File: src/wcf_pkg.sv
package wcf_pkg;

  localparam int MAX_CHANNELS = 4096;
  localparam int WEIGHT_BITS  = 16;

  localparam int FREQ_W  = 34;
  localparam int WT_W    = 16;
  localparam int KHZ_W   = 25;
  localparam int STAT_W  = 2;
  localparam int START_W = 12;
  localparam int END_W   = 13;
  localparam int CNT_W   = $clog2(MAX_CHANNELS + 1);
  localparam int PROD_W  = FREQ_W + WT_W;
  localparam int PSUM_W  = 62;
  localparam int WSUM_W  = 28;
  localparam int MID_W   = FREQ_W + 1;
  localparam int DIVR_W  = WSUM_W + 10;
  localparam int REM_W   = PSUM_W - KHZ_W;

  localparam logic [WT_W-1:0] WT_MASK = WT_W'((64'd1 << WEIGHT_BITS) - 64'd1);

  localparam int DIV_STEPS = KHZ_W;
  localparam int STEP_W    = $clog2(DIV_STEPS);

  localparam logic [DIVR_W-1:0] KHZ_DIV = DIVR_W'(1000);
  localparam logic [DIVR_W-1:0] MID_DIV = DIVR_W'(2000);

  localparam int CFG_IDX_W  = 1;
  localparam int CFG_DATA_W = END_W;
  localparam logic [CFG_IDX_W-1:0] REG_START = 1'b0;
  localparam logic [CFG_IDX_W-1:0] REG_END   = 1'b1;

  localparam logic [STAT_W-1:0] ST_OK    = 2'd0;
  localparam logic [STAT_W-1:0] ST_START = 2'd1;
  localparam logic [STAT_W-1:0] ST_END   = 2'd2;
  localparam logic [STAT_W-1:0] ST_OVF   = 2'd3;

  typedef struct packed {
    logic [FREQ_W-1:0] frequency_hz;
    logic [WT_W-1:0]   weight;
    logic              last_channel;
  } in_item_t;

  typedef struct packed {
    logic [KHZ_W-1:0]  frequency_khz;
    logic [STAT_W-1:0] status;
  } out_item_t;

  typedef struct packed {
    logic accept_en;
    logic load_div;
    logic div_step;
    logic finish;
  } ctrl_cmd_t;

  typedef struct packed {
    logic last_fire;
    logic err;
    logic out_busy;
  } dp_stat_t;

endpackage

File: src/wcf_ctrl.sv
module wcf_ctrl (
  input  logic               clk,
  input  logic               rst_n,
  input  wcf_pkg::dp_stat_t  stat,
  output wcf_pkg::ctrl_cmd_t cmd
);

  localparam logic [2:0] S_ACC   = 3'd0;
  localparam logic [2:0] S_FIN   = 3'd1;
  localparam logic [2:0] S_SETUP = 3'd2;
  localparam logic [2:0] S_DIV   = 3'd3;
  localparam logic [2:0] S_DONE  = 3'd4;

  logic [2:0]                   state_r, state_nxt;
  logic [wcf_pkg::STEP_W-1:0]   step_r, step_nxt;

  always_comb begin
    state_nxt = state_r;
    step_nxt  = step_r;
    cmd       = '0;
    unique case (state_r)
      S_ACC: begin
        cmd.accept_en = 1'b1;
        if (stat.last_fire) begin
          state_nxt = S_FIN;
        end
      end
      S_FIN: begin
        state_nxt = S_SETUP;
      end
      S_SETUP: begin
        cmd.load_div = 1'b1;
        step_nxt     = '0;
        state_nxt    = stat.err ? S_DONE : S_DIV;
      end
      S_DIV: begin
        cmd.div_step = 1'b1;
        step_nxt     = step_r + 1'b1;
        if (step_r == wcf_pkg::STEP_W'(wcf_pkg::DIV_STEPS - 1)) begin
          state_nxt = S_DONE;
        end
      end
      S_DONE: begin
        if (!stat.out_busy) begin
          cmd.finish = 1'b1;
          state_nxt  = S_ACC;
        end
      end
      default: begin
        state_nxt = S_ACC;
      end
    endcase
  end

  always_ff @(posedge clk) begin
    if (!rst_n) begin
      state_r <= S_ACC;
      step_r  <= '0;
    end else begin
      state_r <= state_nxt;
      step_r  <= step_nxt;
    end
  end

endmodule

File: src/wcf_dp.sv
module wcf_dp (
  input  logic                                clk,
  input  logic                                rst_n,
  input  wcf_pkg::ctrl_cmd_t                  cmd,
  output wcf_pkg::dp_stat_t                   stat,
  input  logic                                in_valid,
  input  wcf_pkg::in_item_t                   in_data,
  output logic                                out_valid,
  input  logic                                out_stall,
  output wcf_pkg::out_item_t                  out_data,
  input  logic                                cfg_we,
  input  logic [wcf_pkg::CFG_IDX_W-1:0]       cfg_index,
  input  logic [wcf_pkg::CFG_DATA_W-1:0]      cfg_data
);

  logic [wcf_pkg::START_W-1:0] start_r;
  logic [wcf_pkg::END_W-1:0]   end_r;

  logic [wcf_pkg::CNT_W-1:0]   count_r, count_nxt;
  logic [wcf_pkg::PROD_W-1:0]  prod_r, prod_nxt;
  logic [wcf_pkg::PSUM_W-1:0]  psum_r, psum_nxt;
  logic [wcf_pkg::WSUM_W-1:0]  wsum_r, wsum_nxt;
  logic [wcf_pkg::FREQ_W-1:0]  sf_r, sf_nxt;
  logic [wcf_pkg::FREQ_W-1:0]  ef_r, ef_nxt;
  logic                        ovf_r, ovf_nxt;

  logic [wcf_pkg::REM_W:0]     rem_r, rem_nxt;
  logic [wcf_pkg::KHZ_W-1:0]   quo_r, quo_nxt;
  logic [wcf_pkg::DIVR_W-1:0]  dvr_r, dvr_nxt;
  logic [wcf_pkg::STAT_W-1:0]  status_r, status_nxt;

  logic                        out_valid_r, out_valid_nxt;
  wcf_pkg::out_item_t          out_data_r, out_data_nxt;

  logic                        fire;
  logic                        ovf_hit;
  logic                        in_range;
  logic [wcf_pkg::WT_W-1:0]    wt_used;
  logic [wcf_pkg::CNT_W-1:0]   start_ext;
  logic [wcf_pkg::CNT_W-1:0]   end_eff;
  logic [wcf_pkg::STAT_W-1:0]  status_c;
  logic [wcf_pkg::MID_W-1:0]   mid_sum;
  logic [wcf_pkg::PSUM_W-1:0]  dividend;
  logic [wcf_pkg::REM_W+1:0]   trial;
  logic                        qbit;

  assign fire      = in_valid && cmd.accept_en;
  assign wt_used   = in_data.weight & wcf_pkg::WT_MASK;
  assign start_ext = wcf_pkg::CNT_W'(start_r);
  assign ovf_hit   = ovf_r || (count_r >= wcf_pkg::CNT_W'(wcf_pkg::MAX_CHANNELS));
  assign in_range  = (count_r >= start_ext) &&
                     ((end_r == '0) || (count_r < wcf_pkg::CNT_W'(end_r)));
  assign end_eff   = (end_r == '0) ? count_r : wcf_pkg::CNT_W'(end_r);
  assign mid_sum   = wcf_pkg::MID_W'(sf_r) + wcf_pkg::MID_W'(ef_r);
  assign dividend  = (wsum_r == '0) ? wcf_pkg::PSUM_W'(mid_sum) : psum_r;
  assign trial     = {rem_r, quo_r[wcf_pkg::KHZ_W-1]};
  assign qbit      = trial >= (wcf_pkg::REM_W+2)'(dvr_r);

  always_comb begin
    if (ovf_r) begin
      status_c = wcf_pkg::ST_OVF;
    end else if (start_ext >= count_r) begin
      status_c = wcf_pkg::ST_START;
    end else if (end_eff > count_r) begin
      status_c = wcf_pkg::ST_END;
    end else begin
      status_c = wcf_pkg::ST_OK;
    end
  end

  assign stat.last_fire = fire && in_data.last_channel;
  assign stat.err       = status_c != wcf_pkg::ST_OK;
  assign stat.out_busy  = out_valid_r && out_stall;

  always_comb begin
    count_nxt = count_r;
    prod_nxt  = '0;
    psum_nxt  = psum_r + wcf_pkg::PSUM_W'(prod_r);
    wsum_nxt  = wsum_r;
    sf_nxt    = sf_r;
    ef_nxt    = ef_r;
    ovf_nxt   = ovf_r;
    if (cmd.finish) begin
      count_nxt = '0;
      psum_nxt  = '0;
      wsum_nxt  = '0;
      sf_nxt    = '0;
      ef_nxt    = '0;
      ovf_nxt   = 1'b0;
    end else if (fire) begin
      if (ovf_hit) begin
        ovf_nxt = 1'b1;
      end else begin
        if (count_r == start_ext) begin
          sf_nxt = in_data.frequency_hz;
        end
        if (((end_r == '0) && in_data.last_channel) ||
            ((end_r != '0) && ((count_r + 1'b1) == wcf_pkg::CNT_W'(end_r)))) begin
          ef_nxt = in_data.frequency_hz;
        end
        if (in_range) begin
          prod_nxt = wcf_pkg::PROD_W'(in_data.frequency_hz) *
                     wcf_pkg::PROD_W'(wt_used);
          wsum_nxt = wsum_r + wcf_pkg::WSUM_W'(wt_used);
        end
        count_nxt = count_r + 1'b1;
      end
    end
  end

  always_comb begin
    rem_nxt    = rem_r;
    quo_nxt    = quo_r;
    dvr_nxt    = dvr_r;
    status_nxt = status_r;
    if (cmd.load_div) begin
      status_nxt = status_c;
      rem_nxt    = (wcf_pkg::REM_W+1)'(dividend[wcf_pkg::PSUM_W-1:wcf_pkg::KHZ_W]);
      quo_nxt    = dividend[wcf_pkg::KHZ_W-1:0];
      dvr_nxt    = (wsum_r == '0) ? wcf_pkg::MID_DIV :
                   wcf_pkg::DIVR_W'(wcf_pkg::DIVR_W'(wsum_r) * wcf_pkg::KHZ_DIV);
    end else if (cmd.div_step) begin
      rem_nxt = qbit ? (wcf_pkg::REM_W+1)'(trial - (wcf_pkg::REM_W+2)'(dvr_r))
                     : (wcf_pkg::REM_W+1)'(trial);
      quo_nxt = {quo_r[wcf_pkg::KHZ_W-2:0], qbit};
    end
  end

  always_comb begin
    out_valid_nxt = out_valid_r;
    out_data_nxt  = out_data_r;
    if (cmd.finish) begin
      out_valid_nxt              = 1'b1;
      out_data_nxt.status        = status_r;
      out_data_nxt.frequency_khz = (status_r == wcf_pkg::ST_OK) ? quo_r : '0;
    end else if (out_valid_r && !out_stall) begin
      out_valid_nxt = 1'b0;
    end
  end

  always_ff @(posedge clk) begin
    if (!rst_n) begin
      start_r     <= '0;
      end_r       <= '0;
      count_r     <= '0;
      prod_r      <= '0;
      psum_r      <= '0;
      wsum_r      <= '0;
      sf_r        <= '0;
      ef_r        <= '0;
      ovf_r       <= 1'b0;
      out_valid_r <= 1'b0;
    end else begin
      if (cfg_we && (cfg_index == wcf_pkg::REG_START)) begin
        start_r <= cfg_data[wcf_pkg::START_W-1:0];
      end
      if (cfg_we && (cfg_index == wcf_pkg::REG_END)) begin
        end_r <= cfg_data;
      end
      count_r     <= count_nxt;
      prod_r      <= prod_nxt;
      psum_r      <= psum_nxt;
      wsum_r      <= wsum_nxt;
      sf_r        <= sf_nxt;
      ef_r        <= ef_nxt;
      ovf_r       <= ovf_nxt;
      out_valid_r <= out_valid_nxt;
    end
  end

  always_ff @(posedge clk) begin
    rem_r      <= rem_nxt;
    quo_r      <= quo_nxt;
    dvr_r      <= dvr_nxt;
    status_r   <= status_nxt;
    out_data_r <= out_data_nxt;
  end

  assign out_valid = out_valid_r;
  assign out_data  = out_data_r;

endmodule

File: src/weighted_channel_frequency_unit.sv
// Weighted center frequency of one integration. Channels arrive one per transaction, one per
// cycle while in_stall is low, and feed a registered frequency-times-weight multiplier
// followed by a 62-bit accumulator. The channel marked last_channel closes the integration:
// the block stalls its input while it drains the multiplier, checks the channel range, loads
// the divider, runs the bit-serial divider that yields one quotient bit per cycle (skipped
// on a failed range check) and loads the result register once the previous result has left
// the output, the earlier steps running meanwhile; then it takes the next integration's first
// channel. The user must write start_channel and end_channel only between integrations; the
// block itself does not enforce it.
module weighted_channel_frequency_unit (
  input  logic                              clk,
  input  logic                              rst_n,
  input  logic                              in_valid,
  output logic                              in_stall,
  input  wcf_pkg::in_item_t                 in_data,
  output logic                              out_valid,
  input  logic                              out_stall,
  output wcf_pkg::out_item_t                out_data,
  input  logic                              cfg_valid,
  output logic                              cfg_ready,
  input  logic [wcf_pkg::CFG_IDX_W-1:0]     cfg_index,
  input  logic [wcf_pkg::CFG_DATA_W-1:0]    cfg_data
);

  wcf_pkg::ctrl_cmd_t cmd;
  wcf_pkg::dp_stat_t  stat;

  assign cfg_ready = 1'b1;
  assign in_stall  = !cmd.accept_en;

  wcf_ctrl u_ctrl (
    .clk   (clk),
    .rst_n (rst_n),
    .stat  (stat),
    .cmd   (cmd)
  );

  wcf_dp u_dp (
    .clk       (clk),
    .rst_n     (rst_n),
    .cmd       (cmd),
    .stat      (stat),
    .in_valid  (in_valid),
    .in_data   (in_data),
    .out_valid (out_valid),
    .out_stall (out_stall),
    .out_data  (out_data),
    .cfg_we    (cfg_valid && cfg_ready),
    .cfg_index (cfg_index),
    .cfg_data  (cfg_data)
  );

endmodule

File: config.mk
export PLATFORM = sky130hd
export DESIGN_NAME = weighted_channel_frequency_unit
export DESIGN_NICKNAME = d
export VERILOG_FILES = /design/src/wcf_pkg.sv /design/src/wcf_ctrl.sv /design/src/wcf_dp.sv /design/src/weighted_channel_frequency_unit.sv
export SDC_FILE = /design/constraint.sdc
export NUM_CORES = 2
export LEC_CHECK = 0
export BUFFER_PORTS_ARGS = -buffer_cell sky130_fd_sc_hd__buf_2
export CORE_ASPECT_RATIO = 0.8
export CORE_MARGIN = 5
export CORE_UTILIZATION = 54
export DETAILED_ROUTE_END_ITERATION = 8
export GPL_TIMING_DRIVEN = 0
export PLACE_DENSITY_LB_ADDON = 0.05
export SYNTH_ARGS = -nofsm -noshare
export SYNTH_HDL_FRONTEND = slang
export SYNTH_SLANG_ARGS = --single-unit
File: constraint.sdc
create_clock -name clk -period 8.1 [get_ports clk]
set_input_delay 0.405 -clock clk [delete_from_list [all_inputs] [get_ports clk]]
set_output_delay 0.405 -clock clk [all_outputs]
set_load 0.01 [all_outputs]
==> summary.txt <==
Floorplanning
  – Die area: just under 0.09 mm^2
  – Std cell rows: just over 90
  – Die width: ~330 um
  – Core ar.: 0.0806 mm^2
  – Initial Util: 0.545
  – Boundary pin count: 100
  – Die height: ~270 um

Detailed routing
  – Routed WL: approximately 130000 um
  – DRC: 0
  – Routed vias: between 30000 and 40000
  – WL/cell: ~21 um
  – First-pass DRT Iterations: 8
  – Initial drt markers: approximately 3200
  – Via density: about 5.7
  – Antenna Nets Post-Route: 0

GRT
  – Met1 GRT Util: 0.456
  – Met2 Use GR: 0.462
  – Total global routing overflow: 0
  – GR peak layer: met2
  – Tot GR Track Use: 0.305
  – Initial antenna violation count: 10
  – Pin count of the biggest net entering global routing: 61
  – Vias in the first global route: around 35000
  – Met3 Use GR: 0.0713
  – First-pass GRT wire length: 207000 um

Min path
  – Hold Path Class: input port to flop
  – Hold Path Cell Cnt: 3

CTS
  – Clk root buf: clkbuf_16
  – CTS tree: yes
  – Clock transition at path regs: approximately 0.070 ns
  – # Post-CTS Setup Buffers: 0
  – CTS H-Tree Depth: 2
  – Hold_buf cts: 0
  – Clock buffer count from CTS: 40
  – CTS sink cnt: 383
  – Clock latency on the worst-skew pair: roughly 0.58 ns
  – Clock tree buffer depth: 3
  – Post_cts resized: 0

Finish
  – Fraction of final layout cells sized beyond drive strength 1: 0.0401
  – Final #Nets: ~6200
  – Commonest non-fill, non-tap cell in the layout: nand2_1
  – Most frequent cells in the layout: nand2_1, inv_1, fa_1
  – Layout overhead on the synthesized area: 7.59%
  – Final non-filler cell total: about 6300
  – Final core area utilization: 0.586

Timing
  – Actual slew at the worst max-slew pin: around 1.2 ns
  – # setup viols final: 0
  – Max-slew violation count: 0
  – Min Tclk post-route: roughly 8.0 ns
  – Relative slew slack: 0.202
  – Highest clock rate: between 100 and 150 MHz
  – Clock skew: ~0.029 ns
  – Final Hold Viols: 0
  – Final worst-path cycle share: 0.982
  – RSZ-0062 raised after global routing: false

Worst setup path
  – Crit path cell chain: buf_2 > clkbuf_1 > clkbuf_1 > nand2_1 > fa_1 > inv_1 > fa_1 > fa_1 > fa_1 > fa_1 > inv_1 > fa_1 > inv_1 > ha_1 > a21oi_1 > o21ai_0 > nor3_1 > o21ai_0 > nand2_1 > o21ai_1 > a221oi_1 > o21ai_0 > xnor2_1 > nor2_1
  – Startpoint Class: input port
  – Crit path max-delay family: adder cells
  – Max incr delay on CP: roughly 0.81 ns
  – Critical path type: input port to flop
  – Required time of the critical path: about 8.5 ns
  – Critical path depth in cells: 24
  – WP data arrival: 8.40 ns
  – Slowest cell on the critical path: clkbuf_1
  – Worst R2R Setup Slack: 2.65 ns
  – Crit end category: flop
  – Crit-path max FO: 10
  – Reg2reg path depth: 17
  – CP bufs+invs: 6
  – CP most frequent cell: fa_1

Place
  – Routability Congestion: 0.930
  – Port Buffer Count: 89
  – Placed Cells: between 6000 and 7000
  – HPWL after detailed placement: 108000 um

Logic synthesis
  – Post-synth top area share: 0.252
  – Mapped Cells: slightly above 5000
  – EDFF count, synth: 126
  – Synth warn: 0
  – Synth Register Bits: approximately 380
  – Ys flop type: dfxtp_1
  – Post-synthesis area per instance: a little under 9 um^2
  – Library cells used by synthesis: between 80 and 90
  – Mapped cell area: 0.0439 mm^2
  – Syn Nets: 6038
  – Largest cells by area after synthesis: fa_1, dfxtp_1, ha_1
  – Seq/Total Area, Yosys: 0.203
  – Most area-hungry cell type in the Yosys netlist: fa_1
  – Asr flop ratio synth: 0

Power
  – Power Dens Cells: roughly 400 mW/mm^2
  – Leakage: between 20 and 25 nW
  – IR Drop Worst-Case VDD: around 0.76 mV
  – Overall Power: approximately 19 mW

Flow run
  – MaxCap Viol Count: 0

Status
  – Status: complete, no violations
final timing paths:
kind,start,end
min,cfg_data[3],u_dp.start_r[3]$_SDFFE_PN0P_
min reg2reg,u_dp.status_r[1]$_DFFE_PP_,u_dp.out_data[1]$_DFFE_PP_
max,in_data[10],u_dp.prod_r[45]$_SDFF_PP0_
max reg2reg,u_dp.wsum_r[2]$_SDFFE_PP0P_,u_dp.dvr_r[34]$_SDFFCE_PN0P_
kinds of logic after synthesis:
group / count (synthesis) / share of synthesized area
and+or+nand+nor: 1670 / 0.176
other: 1 / 0.0000854
xor gates and xnor gates: 220 / 0.0439
muxes: 51 / 0.0117
AOI/OAI and AO/OA: 891 / 0.128
adders and majority gates: 941 / 0.362
buffers and inverters: 870 / 0.0748
DFF: 383 / 0.203
worst register-to-register path: cells and delay by family (launching register included):
| family | cells | cell delay, ns |
|---|---|---|
| adders and majority gates | 5 | 2.30 |
| AOI/OAI and AO/OA | 7 | 1.50 |
| and+or+nand+nor | 2 | 0.43 |
| xor gates and xnor gates | 1 | 0.19 |
| DFF | 1 | 0.61 |
| buffers and inverters | 2 | 0.15 |
through the flow:
step | setup WS [ns] | hold slack [ns] | setup TNS [ns] | area (um^2)
2_1_floorplan | 1.77 | 0.427 | 0 | 43900
3_3_place_gp | -0.529 | 0.433 | -3.33 | 45700
3_5_place_dp | -0.585 | 0.437 | -4.28 | 45800
4_1_cts | 0.0144 | 0.0628 | 0 | 47300
5_1_grt | 0.000115 | 0.0758 | 0 | 47300
6_report | 0.148 | 0.0843 | 0 | 47300
final cells by class:
| class | instances | area (um^2) |
|---|---|---|
| Clock inverter | 20 | 270 |
| Timing Repair Buffer | 94 | 531 |
| Sequential cell | 383 | 8930 |
| Antenna cell | 3 | 7.51 |
| Multi-Input combinational cell | 3774 | 31700 |
| Tap cell | 1092 | 1370 |
| Fill cell | 7557 | 33400 |
| Buffer | 222 | 855 |
| Clock buffer | 54 | 1140 |
| Inverter | 646 | 2430 |
metal layers:
layer	wire, um	vias to the layer above
li1	-	16700
met1	60800	17700
met2	56600	1279
met3	13000	173
met4	2530	0
met5	0	-
flip-flops by register name, summed over array words and instances (netlist names), 13 cells and up:
register / flops
u_dp.psum_r: 62
u_dp.prod_r: 50
u_dp.rem_r: 38
u_dp.dvr_r: 35
u_dp.ef_r: 34
u_dp.sf_r: 34
u_dp.wsum_r: 28
u_dp.out_data: 27
u_dp.quo_r: 25
u_dp.count_r: 13
u_dp.end_r: 13
synthesized netlist by cell type, types with 46 or more instances:
cell,n
nor2_1,336
and2_1,270
fa_1,552
dfxtp_1,257
mux2i_1,50
nor3_1,56
a21oi_1,297
inv_1,646
nand2_1,707
nand3_1,84
xor2_1,81
nand4_1,46
o21ai_0,175
clkbuf_1,210
edfxtp_1,126
xnor2_1,139
a21o_1,109
ha_1,389
where the power goes:
group          internal, mW  leakage, nW  switching (mW)
clock network          1.16        0.694           0.836
registers              2.18         3.24           0.137
logic                  5.58         18.3            9.20
total                  8.92         22.3            10.2
No activity file was read; power rests on OpenSTA's default activity.
